===== config.mk =====
export PLATFORM = sky130hd
export DESIGN_NAME = box_intersection_over_union_core
export DESIGN_NICKNAME = d
export VERILOG_FILES = /design/src/hdl/bic_pkg.sv /design/src/hdl/bic_divider.sv /design/src/hdl/box_intersection_over_union_core.sv
export SDC_FILE = /design/constraint.sdc
export NUM_CORES = 2
export LEC_CHECK = 0
export BUFFER_PORTS_ARGS = -buffer_cell sky130_fd_sc_hd__clkbuf_2
export CORE_MARGIN = 2
export CORE_UTILIZATION = 55
export DETAILED_ROUTE_END_ITERATION = 6
export GPL_ROUTABILITY_DRIVEN = 0
export PLACE_DENSITY = 0.71
export RECOVER_POWER = 50
export SYNTH_ARGS = -nofsm -noshare
export SYNTH_HDL_FRONTEND = slang
export SYNTH_SLANG_ARGS = --single-unit

===== constraint.sdc =====
create_clock -name aclk -period 21 [get_ports aclk]
set_input_delay 4.2 -clock aclk [delete_from_list [all_inputs] [get_ports aclk]]
set_output_delay 4.2 -clock aclk [all_outputs]
set_load 0.01 [all_outputs]

===== src/hdl/bic_pkg.sv =====
// Shared types for the box intersection-over-union core.
package bic_pkg;

    typedef struct packed {
        logic valid;
        logic empty;
    } bic_tag_t;

endpackage


===== src/hdl/bic_divider.sv =====
// Pipelined restoring divider that forms the overlap-over-union fraction.
module bic_divider #(
    parameter int NUM_W = 30,
    parameter int DEN_W = 31,
    parameter int Q_W   = 17
) (
    input  logic              aclk,
    input  logic              aresetn,
    input  bic_pkg::bic_tag_t in_tag,
    output logic              in_ready,
    input  logic [NUM_W-1:0]  in_num,
    input  logic [DEN_W-1:0]  in_den,
    output bic_pkg::bic_tag_t out_tag,
    input  logic              out_ready,
    output logic [Q_W-1:0]    out_quot,
    output logic [NUM_W-1:0]  out_num,
    output logic [DEN_W-1:0]  out_den
);
    import bic_pkg::*;

    localparam int LAST = Q_W - 1;

    logic             valid_reg [Q_W];
    logic             empty_reg [Q_W];
    logic [DEN_W-1:0] rem_reg   [Q_W];
    logic [Q_W-1:0]   quot_reg  [Q_W];
    logic [NUM_W-1:0] num_reg   [Q_W];
    logic [DEN_W-1:0] den_reg   [Q_W];
    logic [Q_W:0]     stage_ready;

    assign stage_ready[Q_W] = out_ready;
    assign in_ready         = stage_ready[0];

    for (genvar k = 0; k < Q_W; k++) begin : g_stage
        logic             valid_in;
        logic             empty_in;
        logic [DEN_W-1:0] rem_in;
        logic [Q_W-1:0]   quot_in;
        logic [NUM_W-1:0] num_in;
        logic [DEN_W-1:0] den_in;
        logic [DEN_W:0]   trial;
        logic [DEN_W:0]   diff;
        logic             take;
        logic [DEN_W-1:0] rem_next;
        logic [Q_W-1:0]   quot_next;

        if (k == 0) begin : g_first
            assign valid_in = in_tag.valid;
            assign empty_in = in_tag.empty;
            assign rem_in   = {{(DEN_W - NUM_W){1'b0}}, in_num};
            assign quot_in  = '0;
            assign num_in   = in_num;
            assign den_in   = in_den;
            assign trial    = {1'b0, rem_in};
        end else begin : g_next
            assign valid_in = valid_reg[k-1];
            assign empty_in = empty_reg[k-1];
            assign rem_in   = rem_reg[k-1];
            assign quot_in  = quot_reg[k-1];
            assign num_in   = num_reg[k-1];
            assign den_in   = den_reg[k-1];
            assign trial    = {rem_in, 1'b0};
        end

        assign stage_ready[k] = !valid_reg[k] || stage_ready[k+1];
        assign diff           = trial - {1'b0, den_in};
        assign take           = trial >= {1'b0, den_in};
        assign rem_next       = take ? diff[DEN_W-1:0] : trial[DEN_W-1:0];
        assign quot_next      = {quot_in[Q_W-2:0], take};

        always_ff @(posedge aclk) begin
            if (!aresetn) begin
                valid_reg[k] <= 1'b0;
            end else if (stage_ready[k]) begin
                valid_reg[k] <= valid_in;
            end
        end

        always_ff @(posedge aclk) begin
            if (stage_ready[k]) begin
                empty_reg[k] <= empty_in;
                rem_reg[k]   <= rem_next;
                quot_reg[k]  <= quot_next;
                num_reg[k]   <= num_in;
                den_reg[k]   <= den_in;
            end
        end
    end

    assign out_tag.valid = valid_reg[LAST];
    assign out_tag.empty = empty_reg[LAST];
    assign out_quot      = empty_reg[LAST] ? '0 : quot_reg[LAST];
    assign out_num       = num_reg[LAST];
    assign out_den       = den_reg[LAST];

endmodule


===== src/hdl/box_intersection_over_union_core.sv =====
// Top level of the streaming intersection-over-union core for two axis-aligned boxes.
//
//   channel | direction | handshake          | payload
//   s_      | in        | s_valid / s_ready  | a_left, a_bottom, a_span_x/y, b_left, ...
//   m_      | out       | m_valid / m_ready  | iou_ratio, overlap_area, union_area, union_empty
//
// One box pair is accepted per cycle while m_ready does not stall the output, and each gives one result transaction.
// Stages: overlap lengths, three area multipliers, the union sum, then one restoring
// division step per stage for each quotient bit.
// Reset (aresetn, synchronous, active low) empties every stage; data registers are not reset.
// Each stage holds its data while the next is full, so a stall on m_ready fills
// empty stages before s_ready drops.
module box_intersection_over_union_core #(
    parameter int COORD_BITS    = 16,
    parameter int FRACTION_BITS = 16
) (
    input  logic                      aclk,
    input  logic                      aresetn,
    input  logic                      s_valid,
    output logic                      s_ready,
    input  logic [COORD_BITS-1:0]     s_a_left,
    input  logic [COORD_BITS-1:0]     s_a_bottom,
    input  logic [COORD_BITS-2:0]     s_a_span_x,
    input  logic [COORD_BITS-2:0]     s_a_span_y,
    input  logic [COORD_BITS-1:0]     s_b_left,
    input  logic [COORD_BITS-1:0]     s_b_bottom,
    input  logic [COORD_BITS-2:0]     s_b_span_x,
    input  logic [COORD_BITS-2:0]     s_b_span_y,
    output logic                      m_valid,
    input  logic                      m_ready,
    output logic [FRACTION_BITS:0]    m_iou_ratio,
    output logic [2*COORD_BITS-3:0]   m_overlap_area,
    output logic [2*COORD_BITS-2:0]   m_union_area,
    output logic                      m_union_empty
);
    import bic_pkg::*;

    localparam int SPAN_W  = COORD_BITS - 1;
    localparam int DIFF_W  = COORD_BITS + 2;
    localparam int AREA_W  = 2 * SPAN_W;
    localparam int UNION_W = AREA_W + 1;
    localparam int RATIO_W = FRACTION_BITS + 1;
    localparam logic [RATIO_W-1:0] ONE_RATIO = {1'b1, {FRACTION_BITS{1'b0}}};

    function automatic logic [SPAN_W-1:0] overlap_len(
        input logic [COORD_BITS-1:0] lo_a,
        input logic [SPAN_W-1:0]     sp_a,
        input logic [COORD_BITS-1:0] lo_b,
        input logic [SPAN_W-1:0]     sp_b
    );
        logic signed [DIFF_W-1:0] la;
        logic signed [DIFF_W-1:0] lb;
        logic signed [DIFF_W-1:0] ha;
        logic signed [DIFF_W-1:0] hb;
        logic signed [DIFF_W-1:0] lo;
        logic signed [DIFF_W-1:0] hi;
        logic signed [DIFF_W-1:0] d;
        la = $signed({{2{lo_a[COORD_BITS-1]}}, lo_a});
        lb = $signed({{2{lo_b[COORD_BITS-1]}}, lo_b});
        ha = la + $signed({3'b000, sp_a});
        hb = lb + $signed({3'b000, sp_b});
        lo = (la > lb) ? la : lb;
        hi = (ha < hb) ? ha : hb;
        d  = hi - lo;
        return (!d[DIFF_W-1] && (d != '0)) ? d[SPAN_W-1:0] : '0;
    endfunction

    // Stage 1: overlap width and height.
    logic              s1_ready;
    logic              s1_valid_reg;
    logic [SPAN_W-1:0] s1_iw_reg;
    logic [SPAN_W-1:0] s1_ih_reg;
    logic [SPAN_W-1:0] s1_aw_reg;
    logic [SPAN_W-1:0] s1_ah_reg;
    logic [SPAN_W-1:0] s1_bw_reg;
    logic [SPAN_W-1:0] s1_bh_reg;
    logic [SPAN_W-1:0] s1_iw_next;
    logic [SPAN_W-1:0] s1_ih_next;

    // Stage 2: areas.
    logic              s2_ready;
    logic              s2_valid_reg;
    logic [AREA_W-1:0] s2_overlap_reg;
    logic [AREA_W-1:0] s2_area_a_reg;
    logic [AREA_W-1:0] s2_area_b_reg;

    // Stage 3: union.
    logic               s3_ready;
    logic               s3_valid_reg;
    logic               s3_empty_reg;
    logic [AREA_W-1:0]  s3_overlap_reg;
    logic [UNION_W-1:0] s3_union_reg;
    logic [UNION_W-1:0] s3_union_next;

    bic_tag_t           div_in_tag;
    logic               div_in_ready;
    bic_tag_t           div_out_tag;

    assign s1_iw_next = overlap_len(s_a_left, s_a_span_x, s_b_left, s_b_span_x);
    assign s1_ih_next = overlap_len(s_a_bottom, s_a_span_y, s_b_bottom, s_b_span_y);

    assign s1_ready = !s1_valid_reg || s2_ready;
    assign s2_ready = !s2_valid_reg || s3_ready;
    assign s3_ready = !s3_valid_reg || div_in_ready;
    assign s_ready  = s1_ready;

    assign s3_union_next = {1'b0, s2_area_a_reg} + {1'b0, s2_area_b_reg}
                         - {1'b0, s2_overlap_reg};

    always_ff @(posedge aclk) begin
        if (!aresetn) begin
            s1_valid_reg <= 1'b0;
            s2_valid_reg <= 1'b0;
            s3_valid_reg <= 1'b0;
        end else begin
            if (s1_ready) begin
                s1_valid_reg <= s_valid;
            end
            if (s2_ready) begin
                s2_valid_reg <= s1_valid_reg;
            end
            if (s3_ready) begin
                s3_valid_reg <= s2_valid_reg;
            end
        end
    end

    always_ff @(posedge aclk) begin
        if (s1_ready) begin
            s1_iw_reg <= s1_iw_next;
            s1_ih_reg <= s1_ih_next;
            s1_aw_reg <= s_a_span_x;
            s1_ah_reg <= s_a_span_y;
            s1_bw_reg <= s_b_span_x;
            s1_bh_reg <= s_b_span_y;
        end
        if (s2_ready) begin
            s2_overlap_reg <= {{SPAN_W{1'b0}}, s1_iw_reg} * {{SPAN_W{1'b0}}, s1_ih_reg};
            s2_area_a_reg  <= {{SPAN_W{1'b0}}, s1_aw_reg} * {{SPAN_W{1'b0}}, s1_ah_reg};
            s2_area_b_reg  <= {{SPAN_W{1'b0}}, s1_bw_reg} * {{SPAN_W{1'b0}}, s1_bh_reg};
        end
        if (s3_ready) begin
            s3_overlap_reg <= s2_overlap_reg;
            s3_union_reg   <= s3_union_next;
            s3_empty_reg   <= (s3_union_next == '0);
        end
    end

    assign div_in_tag.valid = s3_valid_reg;
    assign div_in_tag.empty = s3_empty_reg;

    bic_divider #(
        .NUM_W (AREA_W),
        .DEN_W (UNION_W),
        .Q_W   (RATIO_W)
    ) u_divider (
        .aclk      (aclk),
        .aresetn   (aresetn),
        .in_tag    (div_in_tag),
        .in_ready  (div_in_ready),
        .in_num    (s3_overlap_reg),
        .in_den    (s3_union_reg),
        .out_tag   (div_out_tag),
        .out_ready (m_ready),
        .out_quot  (m_iou_ratio),
        .out_num   (m_overlap_area),
        .out_den   (m_union_area)
    );

    assign m_valid       = div_out_tag.valid;
    assign m_union_empty = div_out_tag.empty;

    a_empty_ratio_zero: assert property (@(posedge aclk) disable iff (!aresetn)
        m_valid && m_union_empty |-> m_iou_ratio == '0)
        else $error("Empty union did not give a zero ratio.");

    a_empty_flag: assert property (@(posedge aclk) disable iff (!aresetn)
        m_valid |-> m_union_empty == (m_union_area == '0))
        else $error("Empty flag disagrees with the union area.");

    a_overlap_in_union: assert property (@(posedge aclk) disable iff (!aresetn)
        m_valid |-> {1'b0, m_overlap_area} <= m_union_area)
        else $error("Overlap area exceeds union area.");

    a_ratio_bound: assert property (@(posedge aclk) disable iff (!aresetn)
        m_valid && !m_union_empty |-> m_iou_ratio <= ONE_RATIO)
        else $error("Ratio exceeds one.");

    a_full_overlap: assert property (@(posedge aclk) disable iff (!aresetn)
        m_valid && !m_union_empty && ({1'b0, m_overlap_area} == m_union_area)
        |-> m_iou_ratio == ONE_RATIO)
        else $error("Full overlap did not give a ratio of one.");

endmodule

==> results.sh <==
export IMPL_place_ws_ns=7.59
export IMPL_synthTopCellsByCount="edfxtp_1, inv_1, ha_1"
export IMPL_critical_path_top_delay_family="simple AND/OR/NAND/NOR gates"
export IMPL_port_buffers=208
export IMPL_rr_startpoint="u_divider.valid_reg[16]"
export IMPL_drt_wl_total_um=265000
export IMPL_path_buf_inv=5
export IMPL_fp_dieArea_um2=223000
export IMPL_max_slew_margin_pct=-147
export IMPL_via_count=77400
export IMPL_cap_viol_max_count=20
export IMPL_async_reset_ff_share_pct=0
export IMPL_setup_viol=0
export IMPL_report_final_hold_viol_count=0
export IMPL_drtPass1Iterations=6
export IMPL_fin_tns_setup_ns=0
export IMPL_timing_final_max_slew_violations=897
export IMPL_hold_path_class="flip-flop to flip-flop"
export IMPL_finalClockSkew_ns=0.0905
export IMPL_final_layout_size_suffix_gt1_share_pct=7.13
export IMPL_synth_ff_type="edfxtp_1"
export IMPL_timing_setup_critical_path_class="input port to output pin"
export IMPL_cts_resized=0
export IMPL_reg2reg_to="s1_aw_reg[8]"
export IMPL_die_height_um=472
export IMPL_yosysMostFrequentCell="edfxtp_1"
export IMPL_cts_hold_buffers=0
export IMPL_synthCells=10300
export IMPL_maxClockFrequency_mhz=65.9
export IMPL_critPathLaunchType="input port"
export IMPL_yosysTopAreaCell="edfxtp_1"
export IMPL_numCtsBuffers=203
export IMPL_viasPerCell=5.70
export IMPL_synthesis_nets=12000
export IMPL_design_portCount=209
export IMPL_post_synth_edffs=1961
export IMPL_worst_r2r_setup_slack_ns=12.91
export IMPL_cp_depth=14
export IMPL_cts_sink_count=1965
export IMPL_hpwlAfterDp_um=206000
export IMPL_placement_rows=171
export IMPL_r2r_cells=14
export IMPL_postSynthAreaPerCell_um2=11.7
export IMPL_fill_cells=16700
export IMPL_area_growth_pct=8.91
export IMPL_outcome="finished with violations"
export IMPL_synth_area_top_cells="edfxtp_1, ha_1, fa_1"
export IMPL_grtUsageTotal_pct=23.7
export IMPL_setup_ws_ns=5.83
export IMPL_critPathCaptureType="output pin"
export IMPL_cts_root_buffer="clkbuf_16"
export IMPL_detail_route_wl_per_cell_um=19.5
export IMPL_detailedRoute_firstIterationViolations=4816
export IMPL_floorplan_die_width_um=472
export IMPL_timing_critical_path_to="s_ready"
export IMPL_fp_coreArea_um2=218000
export IMPL_grt_first_pass_wirelength_um=419000
export IMPL_crit_top_cell="nor2_1"
export IMPL_critical_path_max_stage_delay_ns=1.48
export IMPL_post_synthesis_sequential_area_ratio_pct=48.9
export IMPL_clk_slew_on_worst_s_h_paths_ns=0.06
export IMPL_critical_path_peak_fanout=48
export IMPL_maximum_number_of_pins_on_one_net_before_global_route_repair=89
export IMPL_grt_antenna_before_repair=3
export IMPL_worst_skew_pair_late_latency_ns=0.87
export IMPL_cts_setup_buffers=0
export IMPL_cp_cell_sequence="clkbuf_2 -> nor2b_1 -> and2_0 -> clkinvlp_2 -> nor2_1 -> and2_1 -> and3_1 -> and3_1 -> inv_4 -> nor2_1 -> clkinv_2 -> nor2_1 -> nand3_4 -> clkbuf_2"
export IMPL_via_count_of_the_first_global_routing_pass=80600
export IMPL_violations_in_the_final_reports="max-capacitance violations, max-slew violations"
export IMPL_clock_tree_from_tritoncts="built"
export IMPL_synth_ff_latch_count=1965
export IMPL_netlist_area_um2=121000
export IMPL_ys_warn_count=0
export IMPL_htree_levels=4
export IMPL_unrepaired_setup_endpoints_after_global_routing="false"
export IMPL_required_time_worst_endpoint_ns=16.80
export IMPL_grt_overflow_total=0
export IMPL_initial_core_util_pct=55.5
export IMPL_max_clock_path_buffers=3
export IMPL_final_period_util_pct=72.2
export IMPL_synth_top_cell_area_share_pct=48.8
export IMPL_final_net_count=12200
export IMPL_crit_start="m_ready"
export IMPL_period_needed_ns=15.17
export IMPL_yosysUniqueCellTypes=87
export IMPL_worst_slew_pin_transition_ns=3.70
export IMPL_crit_arrival_ns=10.97
export IMPL_postRouteAntennaNets=0
export IMPL_largest_register_ff_count=527
export IMPL_cp_slowest_cell="clkinvlp_2"
export IMPL_drc=0
kinds of logic after synthesis:
family	after synthesis	share of synthesized area [%]
compound gates	1984	10.4
xor+xnor	586	4.25
fa+ha+maj	1549	19.5
buf+inv	1628	5.19
flops	1965	48.9
mux	279	2.54
simple gates	2319	9.23
area by class of cell:
cell class              count  area [µm²]  share of cell area (%)
repair buffers            271        1340                    1.02
multi-input cells        6717       55500                    42.2
inverters                1390        5230                    3.98
flip-flops and latches   1965       59000                    44.9
well taps                2854        3570                    2.72
diodes                      4        10.0                 0.00761
clock buffers             241        5240                    3.99
clock inverters           142        1570                    1.19
cell usage in the layout, fill, tap and decap left out, types with 34 or more instances in the layout:
| cell type | Yosys | layout |
|---|---|---|
| clkinv_2 | 0 | 46 |
| xor2_1 | 195 | 195 |
| nand2_1 | 815 | 809 |
| o21ai_0 | 406 | 440 |
| ha_1 | 994 | 994 |
| mux2_2 | 221 | 208 |
| a21oi_1 | 613 | 611 |
| a31oi_1 | 48 | 47 |
| nand4_1 | 84 | 84 |
| clkbuf_1 | 177 | 125 |
| a21o_1 | 334 | 334 |
| o21a_1 | 112 | 112 |
| clkbuf_2 | 0 | 147 |
| nor2b_1 | 111 | 111 |
| fa_1 | 553 | 553 |
| clkbuf_16 | 0 | 204 |
| nand2b_1 | 91 | 91 |
| a211oi_1 | 47 | 49 |
| mux2i_1 | 56 | 56 |
| and3_1 | 79 | 79 |
| xnor2_1 | 391 | 391 |
| nor3_1 | 96 | 95 |
| nand3_1 | 126 | 123 |
| inv_1 | 1390 | 1381 |
| o21bai_1 | 84 | 84 |
| nor2_1 | 475 | 474 |
| buf_4 | 36 | 36 |
| clkinv_1 | 0 | 44 |
| o31ai_1 | 33 | 34 |
| edfxtp_1 | 1961 | 1961 |
| and2_1 | 314 | 291 |
per-stage QoR:
step | std cells | util (%) | hold slack [ns] | instance area [µm²]
3_3_place_gp | 13200 | 57.4 | 0.400 | 125000
2_1_floorplan | 10300 | - | 0.400 | 121000
4_1_cts | 13600 | 60.5 | 0.345 | 132000
6_report | 13600 | 60.4 | 0.355 | 131000
5_1_grt | 13600 | 60.4 | 0.359 | 131000
3_5_place_dp | 13200 | 57.4 | 0.405 | 125000
per-layer routing:
metal,share of wire [%],track usage (%),up-vias
li1,-,-,36600
met4,8.2,17.0,0
met1,36,24.6,37600
met3,4.6,3.48,838
met2,51,43.6,2282
met5,0,0,-
worst min path at each step:
stage	startpoint	endpoint	slack, ns	depth (start not counted)
after global placement	u_divider.quot_reg[0][234]	u_divider.quot_reg[0][252]	0.40	0
after CTS	u_divider.quot_reg[0][0]	u_divider.quot_reg[0][18]	0.34	0
after detailed placement	u_divider.num_reg[0][82]	u_divider.num_reg[0][112]	0.40	0
after global routing	u_divider.num_reg[0][73]	u_divider.num_reg[0][103]	0.36	0
after floorplan	s3_empty_reg	u_divider.empty_reg[0][0]	0.40	0
final	u_divider.num_reg[0][93]	u_divider.num_reg[0][123]	0.36	0
Power is left out: the tool's default activity adds up to more than one toggle a clock period on the data nets, which glitch-free logic cannot reach.
